[config.mk]
export PLATFORM = sky130hd
export DESIGN_NAME = error_trend_gain_rule_tuner
export DESIGN_NICKNAME = d
export VERILOG_FILES = /design/src/hw/rtl/etgrt_pkg.sv /design/src/hw/rtl/etgrt_fifo.sv /design/src/hw/rtl/etgrt_front.sv /design/src/hw/rtl/etgrt_back.sv /design/src/hw/rtl/error_trend_gain_rule_tuner.sv
export SDC_FILE = /design/constraint.sdc
export NUM_CORES = 2
export LEC_CHECK = 0
export ABC_AREA = 1
export ABC_CLOCK_PERIOD_IN_PS = 20100
export BUFFER_PORTS_ARGS = -buffer_cell sky130_fd_sc_hd__buf_4
export CORE_ASPECT_RATIO = 0.5
export CORE_MARGIN = 2
export CORE_UTILIZATION = 60
export CTS_CLUSTER_SIZE = 30
export DETAILED_ROUTE_END_ITERATION = 12
export PLACE_DENSITY = 0.83
export SLEW_MARGIN = 5
export SYNTH_ARGS = -nofsm -noshare
export SYNTH_HDL_FRONTEND = slang
export SYNTH_SLANG_ARGS = --single-unit
[constraint.sdc]
create_clock -name clk -period 20.1 [get_ports clk]
set_input_delay 1.005 -clock clk [delete_from_list [all_inputs] [get_ports clk]]
set_output_delay 1.005 -clock clk [all_outputs]
set_load 0.03 [all_outputs]
[src/hw/rtl/etgrt_pkg.sv]
// Shared types and constants for the error trend gain rule tuner.
package etgrt_pkg;

  // request tags
  typedef enum logic [1:0] {
    REQ_OUTPUT    = 2'd0,
    REQ_REFERENCE = 2'd1,
    REQ_ERROR     = 2'd2
  } req_type_t;

  localparam int CFG_W = 14;
  localparam logic [CFG_W-1:0] CFG_RESET = 14'd100;

  // |error| is scaled by this before comparing against limit * |reference|
  localparam int THRESH_SCALE = 10000;

  // reset values: 1.0 and 10.0 in Q16.8; history/reference need 13 bits to hold them
  localparam int REF_RESET_VAL  = 256;
  localparam int HIST_RESET_VAL = 2560;
  localparam int HIST_MIN_W     = 13;

  localparam logic signed [1:0] STEP_TIGHTEN = 2'sb11;
  localparam logic signed [1:0] STEP_NONE    = 2'sb00;
  localparam logic signed [1:0] STEP_RELAX   = 2'sb01;

  typedef struct packed {
    logic signed [1:0] err_step;
    logic signed [1:0] derr_step;
    logic signed [1:0] dout_step;
  } gain_steps_t;

endpackage

[src/hw/rtl/etgrt_fifo.sv]
// Small register queue with fall-through read and occupancy count.
module etgrt_fifo #(
  parameter int WIDTH = 8,
  parameter int DEPTH = 2
) (
  input  logic                             clk,
  input  logic                             rst_n,
  input  logic                             push,
  input  logic                             pop,
  input  logic [WIDTH-1:0]                 wdata,
  output logic [WIDTH-1:0]                 rdata,
  output logic                             full,
  output logic                             empty,
  output logic [$clog2(DEPTH+1)-1:0]       count
);

  localparam int AW = (DEPTH > 1) ? $clog2(DEPTH) : 1;
  localparam int CW = $clog2(DEPTH+1);

  logic [WIDTH-1:0] mem_r [DEPTH];
  logic [AW-1:0]    wr_ptr_r, wr_ptr_nxt;
  logic [AW-1:0]    rd_ptr_r, rd_ptr_nxt;
  logic [CW-1:0]    count_r, count_nxt;
  logic             do_push, do_pop;

  assign full    = (count_r == CW'(DEPTH));
  assign empty   = (count_r == '0);
  assign count   = count_r;
  assign rdata   = mem_r[rd_ptr_r];
  assign do_push = push && !full;
  assign do_pop  = pop && !empty;

  always_comb begin
    wr_ptr_nxt = wr_ptr_r;
    rd_ptr_nxt = rd_ptr_r;
    count_nxt  = count_r;
    if (do_push) begin
      wr_ptr_nxt = (wr_ptr_r == AW'(DEPTH-1)) ? '0 : wr_ptr_r + 1'b1;
    end
    if (do_pop) begin
      rd_ptr_nxt = (rd_ptr_r == AW'(DEPTH-1)) ? '0 : rd_ptr_r + 1'b1;
    end
    if (do_push && !do_pop) begin
      count_nxt = count_r + 1'b1;
    end else if (do_pop && !do_push) begin
      count_nxt = count_r - 1'b1;
    end
  end

  always_ff @(posedge clk) begin
    if (!rst_n) begin
      wr_ptr_r <= '0;
      rd_ptr_r <= '0;
      count_r  <= '0;
    end else begin
      wr_ptr_r <= wr_ptr_nxt;
      rd_ptr_r <= rd_ptr_nxt;
      count_r  <= count_nxt;
    end
  end

  always_ff @(posedge clk) begin
    if (do_push) begin
      mem_r[wr_ptr_r] <= wdata;
    end
  end

endmodule

[src/hw/rtl/etgrt_front.sv]
// Front end: takes tagged samples, keeps the sample state, queues error snapshots.
module etgrt_front #(
  parameter int SAMPLE_WIDTH = 24
) (
  input  logic                              clk,
  input  logic                              rst_n,
  input  logic                              accept,
  input  logic [1:0]                        req_type,
  input  logic signed [SAMPLE_WIDTH-1:0]    sample_value,
  input  logic                              cfg_wr_en,
  input  logic [etgrt_pkg::CFG_W-1:0]       cfg_wr_data,
  output logic [etgrt_pkg::CFG_W-1:0]       limit,
  output logic                              rec_push,
  output logic [4*SAMPLE_WIDTH+2+4*((SAMPLE_WIDTH > etgrt_pkg::HIST_MIN_W) ?
                SAMPLE_WIDTH : etgrt_pkg::HIST_MIN_W)-1:0] rec_data
);

  localparam int W  = SAMPLE_WIDTH;
  localparam int HW = (W > etgrt_pkg::HIST_MIN_W) ? W : etgrt_pkg::HIST_MIN_W;

  logic [etgrt_pkg::CFG_W-1:0] limit_r;
  logic signed [HW-1:0]        ref_r, ref_nxt;
  logic signed [HW-1:0]        hist_r [3];
  logic signed [HW-1:0]        hist_nxt [3];
  logic signed [W-1:0]         err_now_r, err_now_nxt;
  logic signed [W:0]           err_chg_r, err_chg_nxt;
  logic signed [HW-1:0]        sample_ext;
  logic signed [W:0]           err_diff;
  logic                        is_err;

  assign sample_ext = HW'(sample_value);
  assign err_diff   = (W+1)'(sample_value) - (W+1)'(err_now_r);
  assign limit      = limit_r;

  always_comb begin
    ref_nxt     = ref_r;
    hist_nxt    = hist_r;
    err_now_nxt = err_now_r;
    err_chg_nxt = err_chg_r;
    is_err      = 1'b0;
    if (accept) begin
      case (etgrt_pkg::req_type_t'(req_type))
        etgrt_pkg::REQ_OUTPUT: begin
          hist_nxt[2] = hist_r[1];
          hist_nxt[1] = hist_r[0];
          hist_nxt[0] = sample_ext;
        end
        etgrt_pkg::REQ_REFERENCE: begin
          ref_nxt = sample_ext;
        end
        etgrt_pkg::REQ_ERROR: begin
          err_now_nxt = sample_value;
          err_chg_nxt = err_diff;
          is_err      = 1'b1;
        end
        default: begin
        end
      endcase
    end
  end

  // snapshot: new error, previous error, new change, previous change, history, reference
  assign rec_push = is_err;
  assign rec_data = {sample_value, err_now_r, err_diff, err_chg_r,
                     hist_r[0], hist_r[1], hist_r[2], ref_r};

  always_ff @(posedge clk) begin
    if (!rst_n) begin
      limit_r   <= etgrt_pkg::CFG_RESET;
      ref_r     <= HW'(etgrt_pkg::REF_RESET_VAL);
      hist_r[0] <= HW'(etgrt_pkg::HIST_RESET_VAL);
      hist_r[1] <= HW'(etgrt_pkg::HIST_RESET_VAL);
      hist_r[2] <= HW'(etgrt_pkg::HIST_RESET_VAL);
      err_now_r <= '0;
      err_chg_r <= '0;
    end else begin
      if (cfg_wr_en) begin
        limit_r <= cfg_wr_data;
      end
      ref_r     <= ref_nxt;
      hist_r    <= hist_nxt;
      err_now_r <= err_now_nxt;
      err_chg_r <= err_chg_nxt;
    end
  end

endmodule

[src/hw/rtl/etgrt_back.sv]
// Back end: threshold products, rule evaluation and result push.
module etgrt_back #(
  parameter int SAMPLE_WIDTH = 24,
  parameter int OUT_DEPTH    = 4
) (
  input  logic                              clk,
  input  logic                              rst_n,
  input  logic                              rec_valid,
  input  logic [4*SAMPLE_WIDTH+2+4*((SAMPLE_WIDTH > etgrt_pkg::HIST_MIN_W) ?
                SAMPLE_WIDTH : etgrt_pkg::HIST_MIN_W)-1:0] rec_data,
  output logic                              rec_pop,
  input  logic [etgrt_pkg::CFG_W-1:0]       limit,
  input  logic [$clog2(OUT_DEPTH+1)-1:0]    res_count,
  output logic                              res_push,
  output etgrt_pkg::gain_steps_t            res_data
);

  localparam int W    = SAMPLE_WIDTH;
  localparam int HW   = (W > etgrt_pkg::HIST_MIN_W) ? W : etgrt_pkg::HIST_MIN_W;
  localparam int PE_W = W + etgrt_pkg::CFG_W;
  localparam int PR_W = HW + etgrt_pkg::CFG_W;
  localparam int CW   = $clog2(OUT_DEPTH+1);

  // unpacked snapshot
  logic signed [W-1:0]  r_e, r_p;
  logic signed [W:0]    r_d, r_dp;
  logic signed [HW-1:0] r_h0, r_h1, r_h2, r_ref;
  logic [W-1:0]         e_mag;
  logic [HW-1:0]        ref_mag;

  // stage 1 registers
  logic                 s1_v_r;
  logic signed [W-1:0]  s1_e_r, s1_p_r;
  logic signed [W:0]    s1_d_r, s1_dp_r;
  logic signed [HW:0]   s1_older_r, s1_newer_r;
  logic                 s1_h0nz_r;
  logic [PE_W-1:0]      s1_prod_e_r;
  logic [PR_W-1:0]      s1_prod_r_r;

  logic [CW:0]          used;
  logic                 p_pos, p_neg, e_pos, e_neg;
  logic                 exceed;
  etgrt_pkg::gain_steps_t steps;

  assign {r_e, r_p, r_d, r_dp, r_h0, r_h1, r_h2, r_ref} = rec_data;

  // reserve a result slot for every snapshot in flight
  assign used    = (CW+1)'(res_count) + (CW+1)'(s1_v_r);
  assign rec_pop = rec_valid && (used < (CW+1)'(OUT_DEPTH));

  assign e_mag   = r_e[W-1] ? (~r_e + 1'b1) : r_e;
  assign ref_mag = r_ref[HW-1] ? (~r_ref + 1'b1) : r_ref;

  always_ff @(posedge clk) begin
    if (!rst_n) begin
      s1_v_r <= 1'b0;
    end else begin
      s1_v_r <= rec_pop;
    end
  end

  always_ff @(posedge clk) begin
    if (rec_pop) begin
      s1_e_r      <= r_e;
      s1_p_r      <= r_p;
      s1_d_r      <= r_d;
      s1_dp_r     <= r_dp;
      s1_older_r  <= (HW+1)'(r_h1) - (HW+1)'(r_h2);
      s1_newer_r  <= (HW+1)'(r_h0) - (HW+1)'(r_h1);
      s1_h0nz_r   <= (r_h0 != '0);
      s1_prod_e_r <= PE_W'(e_mag) * PE_W'(etgrt_pkg::THRESH_SCALE);
      s1_prod_r_r <= PR_W'(limit) * PR_W'(ref_mag);
    end
  end

  assign p_neg  = s1_p_r[W-1];
  assign p_pos  = !s1_p_r[W-1] && (s1_p_r != '0);
  assign e_neg  = s1_e_r[W-1];
  assign e_pos  = !s1_e_r[W-1] && (s1_e_r != '0);
  assign exceed = PR_W'(s1_prod_e_r) > s1_prod_r_r;

  always_comb begin
    steps.err_step  = etgrt_pkg::STEP_NONE;
    steps.derr_step = etgrt_pkg::STEP_NONE;
    steps.dout_step = etgrt_pkg::STEP_NONE;

    // error rule: growing error tightens, sign crossing relaxes
    if ((p_pos && s1_e_r > s1_p_r) || (p_neg && s1_e_r < s1_p_r)) begin
      steps.err_step = etgrt_pkg::STEP_TIGHTEN;
    end else if ((p_pos && e_neg) || (p_neg && e_pos)) begin
      steps.err_step = etgrt_pkg::STEP_RELAX;
    end

    // error change rule
    if ((p_neg && s1_dp_r > 0 && s1_d_r < s1_dp_r) ||
        (p_pos && s1_dp_r < 0 && s1_d_r > s1_dp_r)) begin
      steps.derr_step = etgrt_pkg::STEP_TIGHTEN;
    end else if ((p_neg && s1_dp_r > 0 && e_pos && s1_d_r < 0) ||
                 (p_pos && s1_dp_r < 0 && e_neg && s1_d_r > 0)) begin
      steps.derr_step = etgrt_pkg::STEP_RELAX;
    end

    // output change rule
    if ((p_neg && s1_older_r > 0 && s1_newer_r < s1_older_r) ||
        (p_pos && s1_older_r < 0 && s1_newer_r > s1_older_r)) begin
      steps.dout_step = etgrt_pkg::STEP_TIGHTEN;
    end else if ((p_pos && s1_newer_r > 0 && e_neg) ||
                 (p_neg && s1_newer_r < 0 && e_pos)) begin
      steps.dout_step = etgrt_pkg::STEP_RELAX;
    end
  end

  assign res_data = steps;
  assign res_push = s1_v_r && s1_h0nz_r && exceed &&
                    ((steps.err_step != etgrt_pkg::STEP_NONE) ||
                     (steps.derr_step != etgrt_pkg::STEP_NONE) ||
                     (steps.dout_step != etgrt_pkg::STEP_NONE));

endmodule

[src/hw/rtl/error_trend_gain_rule_tuner.sv]
// Top level of the error trend gain rule tuner: front end, snapshot queue, back end, result queue.
// Error samples pass in order through the snapshot queue, stage 1 registers and the result queue.
// Throughput: one input and one result transaction per cycle while neither queue backs up.
// Rate is set by the back end's slot reservation against the OUT_DEPTH result queue.
// Reset (rst_n low, synchronous): queues empty, limit 100, reference 1.0, history 10.0, errors 0.
module error_trend_gain_rule_tuner #(
  parameter int SAMPLE_WIDTH = 24,
  parameter int MID_DEPTH    = 2,
  parameter int OUT_DEPTH    = 4
) (
  input  logic                            clk,
  input  logic                            rst_n,
  // input channel
  input  logic                            in_push,
  output logic                            in_full,
  input  logic [1:0]                      in_req_type,
  input  logic signed [SAMPLE_WIDTH-1:0]  in_sample_value,
  // result channel
  output logic                            out_empty,
  input  logic                            out_pop,
  output logic signed [1:0]               out_error_gain_step,
  output logic signed [1:0]               out_delta_error_gain_step,
  output logic signed [1:0]               out_delta_output_gain_step,
  // configuration
  input  logic                            cfg_wr_en,
  input  logic [etgrt_pkg::CFG_W-1:0]     cfg_wr_data
);

  localparam int W     = SAMPLE_WIDTH;
  localparam int HW    = (W > etgrt_pkg::HIST_MIN_W) ? W : etgrt_pkg::HIST_MIN_W;
  // snapshot: two errors (W), two changes (W+1), three history taps and the reference (HW)
  localparam int REC_W = 4*W + 2 + 4*HW;
  localparam int RES_W = $bits(etgrt_pkg::gain_steps_t);
  localparam int OCW   = $clog2(OUT_DEPTH+1);

  logic                    in_accept;
  logic [etgrt_pkg::CFG_W-1:0] limit;

  // front -> snapshot queue -> back
  logic                    rec_push;
  logic [REC_W-1:0]        rec_wdata;
  logic [REC_W-1:0]        rec_rdata;
  logic                    rec_full;
  logic                    rec_empty;
  logic                    rec_pop;
  logic [$clog2(MID_DEPTH+1)-1:0] rec_count;

  // back -> result queue
  logic                    res_push;
  etgrt_pkg::gain_steps_t  res_wdata;
  etgrt_pkg::gain_steps_t  res_rdata;
  logic                    res_full;
  logic [OCW-1:0]          res_count;

  // Every transaction type is held off while the snapshot queue is full, so that
  // state seen by a queued error snapshot is never overtaken out of order.
  assign in_full   = rec_full;
  assign in_accept = in_push && !rec_full;

  // Front: updates output history, reference and error state in the accept cycle;
  // an error sample drops a full snapshot of the state into the queue.
  etgrt_front #(
    .SAMPLE_WIDTH (SAMPLE_WIDTH)
  ) u_front (
    .clk          (clk),
    .rst_n        (rst_n),
    .accept       (in_accept),
    .req_type     (in_req_type),
    .sample_value (in_sample_value),
    .cfg_wr_en    (cfg_wr_en),
    .cfg_wr_data  (cfg_wr_data),
    .limit        (limit),
    .rec_push     (rec_push),
    .rec_data     (rec_wdata)
  );

  etgrt_fifo #(
    .WIDTH (REC_W),
    .DEPTH (MID_DEPTH)
  ) u_rec_q (
    .clk   (clk),
    .rst_n (rst_n),
    .push  (rec_push),
    .pop   (rec_pop),
    .wdata (rec_wdata),
    .rdata (rec_rdata),
    .full  (rec_full),
    .empty (rec_empty),
    .count (rec_count)
  );

  // Back: stage 1 registers the two threshold products and output differences,
  // stage 2 compares, runs the three rule sets and pushes a result if any fired,
  // the threshold is exceeded and the newest output is nonzero. It only pulls a
  // snapshot when the result queue has a slot reserved for it, so the pipeline itself never stalls.
  etgrt_back #(
    .SAMPLE_WIDTH (SAMPLE_WIDTH),
    .OUT_DEPTH    (OUT_DEPTH)
  ) u_back (
    .clk       (clk),
    .rst_n     (rst_n),
    .rec_valid (!rec_empty && (rec_count != '0)),
    .rec_data  (rec_rdata),
    .rec_pop   (rec_pop),
    .limit     (limit),
    .res_count (res_count),
    .res_push  (res_push),
    .res_data  (res_wdata)
  );

  etgrt_fifo #(
    .WIDTH (RES_W),
    .DEPTH (OUT_DEPTH)
  ) u_res_q (
    .clk   (clk),
    .rst_n (rst_n),
    .push  (res_push),
    .pop   (out_pop),
    .wdata (res_wdata),
    .rdata (res_rdata),
    .full  (res_full),
    .empty (out_empty),
    .count (res_count)
  );

  assign out_error_gain_step        = res_rdata.err_step;
  assign out_delta_error_gain_step  = res_rdata.derr_step;
  // res_full never blocks a push (slots are reserved), it only gates the last field
  // through a mux that is constant in a correct design
  assign out_delta_output_gain_step = (res_full && out_empty) ? etgrt_pkg::STEP_NONE :
                                      res_rdata.dout_step;

endmodule

==> flow_metrics.tcl <==
set metrics [dict create \
    rsz0062_at_grt "no" \
    yosysTopAreaCellShare 0.377 \
    numCtsBuffers 73 \
    dp_hpwl_mm 91.6 \
    maxSlewHeadroom 0.219 \
    min_period_ns 8.68 \
    clk_latency_ns 0.68 \
    cts_hold_buffers 0 \
    drive_gt1_frac 0.0530 \
    clockBufferDepth 3 \
    ys_top_cells_by_area "edfxtp_1 (38%), fa_1 (13%), ha_1 (9.6%)" \
    finalSetupViolCount 0 \
    crit_top_cell "inv_1" \
    drtIter0Drc 3488 \
    cts_tree "done" \
    synthArstFlopShare 0 \
    finalHoldViolCount 0 \
    gr-total-overflow 0 \
    wl_per_cell_um 19.8 \
    syn_inst 5213 \
    htreeDepth 3 \
    coreArea_mm2 0.0834 \
    fin_ws_ns 11.42 \
    track_usage 0.299 \
    hold_path.class "flip-flop to flip-flop" \
    firstDrtPassIters 8 \
    seq_area_frac_synth 0.446 \
    endpoint_kind "flip-flop" \
    drv_cap 0 \
    drc 0 \
    status "complete, no violations" \
    max_stage_delay_ns 0.86 \
    io_buffers 52 \
    ys.flop_type "edfxtp_1" \
    avgViaCountPerCell 5.70 \
    clock-skew-final_ns 0.0469 \
    grt_pass1_wl_mm 199 \
    area_growth_pct 8.15 \
    worst_setup_path_start_kind "flip-flop" \
    ant_nets 0 \
    grt_pass1_vias 37000 \
    slowest_stage "xor2_1" \
    syn-num-nets 5968 \
    cts_resized 0 \
    routed_wl_mm 127 \
    synth_area_leader_cell "edfxtp_1" \
    multiInputGateArea_mm2 0.0241 \
    critical_path_arrival_ns 9.08 \
    tightest_slew_ns 1.17 \
    maxSlewViolCount 0 \
    num_vias 36600 \
    finalCritPeriodShare 0.432 \
    register_area_mm2 0.0225 \
    ys_types 57 \
    nets 5996 \
    dp_slack_ns 11.56 \
    io_pins 53 \
    grt_max_degree 147 \
    synth_area_per_cell_um2 9.66 \
    synth_seq_cells 806 \
    final_cell_mix "nand2_1 (951), inv_1 (862), edfxtp_1 (632), nor2_1 (590), ha_1 (386)" \
    worstSetupPathType "flip-flop to flip-flop" \
    fillers 6230 \
    cts_root_buffer "clkbuf_16" \
    fin_tns_setup_ns 0 \
    diodes 0 \
    final_common_cell "nand2_1" \
    synth_edf_count 632 \
    holdWs_ns 0.433 \
    cts_setup_buffers 0 \
    die_y_um 209 \
    gp_congestion 0.949 \
    num_rows 75 \
    die_w_um 414 \
    required_ns 20.50 \
    fmax_mhz 115 \
    ys_warn_count 0 \
    start_util 0.603 \
    crit_fanout 55 \
    path_clk_slew_ns 0.08 \
    cts_sinks 806 \
    antenna_found_initial 4 \
    syn_area_mm2 0.0503 \
    dieArea_mm2 0.0864 \
]
==> logic make-up after synthesis <==
kind of cell | count (synthesis) | share of synthesized area
and+or+nand+nor | 1831 | 0.148
DFF | 806 | 0.446
xor gates and xnor gates | 148 | 0.0259
AOI/OAI and AO/OA | 674 | 0.0720
buffers and inverters | 1011 | 0.0763
adders and majority gates | 710 | 0.225
muxes | 33 | 0.00656
==> synth_stat cells, types with 11 or more instances <==
library cell / n
nand2_1: 951
inv_1: 863
edfxtp_1: 632
nor2_1: 592
ha_1: 386
fa_1: 324
o21ai_0: 321
a21oi_1: 245
dfxtp_1: 174
clkbuf_1: 103
nand3_1: 97
xor2_1: 96
or2_2: 59
xnor2_1: 51
nand4_1: 48
nor3_1: 36
mux2i_1: 33
nor4_1: 18
buf_2: 17
a21o_1: 16
a31oi_1: 16
a21boi_0: 12
clkinv_1: 12
inv_2: 11
==> critical path, delay by kind of cell (launching register included) <==
| kind | cells | cell delay [ns] |
|---|---|---|
| XOR/XNOR | 2 | 1.02 |
| buffers and inverters | 9 | 1.21 |
| adder cells (fa/ha/maj) | 7 | 3.09 |
| flip-flops | 1 | 0.72 |
| AO/OA/AOI/OAI | 4 | 0.81 |
| AND/OR/NAND/NOR | 10 | 1.54 |
==> per-stage QoR <==
stage               cells  cell area, um2  utilization
CTS                  6416           54400        0.653
detailed placement   6282           51900        0.622
finish               6416           54400        0.653
global placement     6282           51900        0.622
floorplan            5213           50300            -
global route         6416           54400        0.653
==> registers in the layout, indices dropped and copies added (netlist names), 2 cells and up, named ones only <==
signal / flops
u_front.ref_r: 24
u_back.s1_prod_r_r: 38
u_front.err_now_r: 24
u_back.s1_prod_e_r: 33
u_rec_q.count: 2
u_res_q.count: 3
u_front.err_chg_r: 25
u_res_q.mem_r: 24
u_rec_q.mem_r: 388
u_back.s1_p_r: 24
u_back.s1_d_r: 25
u_res_q.rd_ptr_r: 2
u_back.s1_dp_r: 25
u_back.s1_older_r: 25
u_front.limit: 14
u_back.s1_e_r: 24
u_front.rec_data: 72
u_back.s1_newer_r: 25
u_res_q.wr_ptr_r: 2
==> path summary, 6_finish.rpt <==
check	from	to	slack [ns]	cells past startpoint
hold reg to reg	u_front.ref_r[15]	u_rec_q.mem_r[0][15]	0.43	0
setup reg to reg	flip-flop	u_back.s1_prod_r_r[32]	11.42	32
hold / removal	u_front.ref_r[15]	u_rec_q.mem_r[0][15]	0.43	0
setup / recovery	flip-flop	u_back.s1_prod_r_r[32]	11.42	32
==> metal layers <==
| layer | vias to the layer above | track usage | part of all wire |
|---|---|---|---|
| met3 | 320 | 0.0512 | 0.083 |
| met2 | 1591 | 0.495 | 0.47 |
| met5 | - | 0 | 0 |
| met4 | 0 | 0.114 | 0.039 |
| met1 | 17700 | 0.396 | 0.40 |
| li1 | 16900 | - | - |
==> final cells by class <==
cell class | instances | area share
multi-input cells | 3396 | 0.442
repair buffers | 78 | 0.0108
clock buffers | 97 | 0.0375
well taps | 1116 | 0.0256
inverters | 886 | 0.0613
flip-flops and latches | 806 | 0.413
clock inverters | 37 | 0.0101
Power is left out: the tool's default activity adds up to more than one toggle a clock period on the data nets, which glitch-free logic cannot reach.
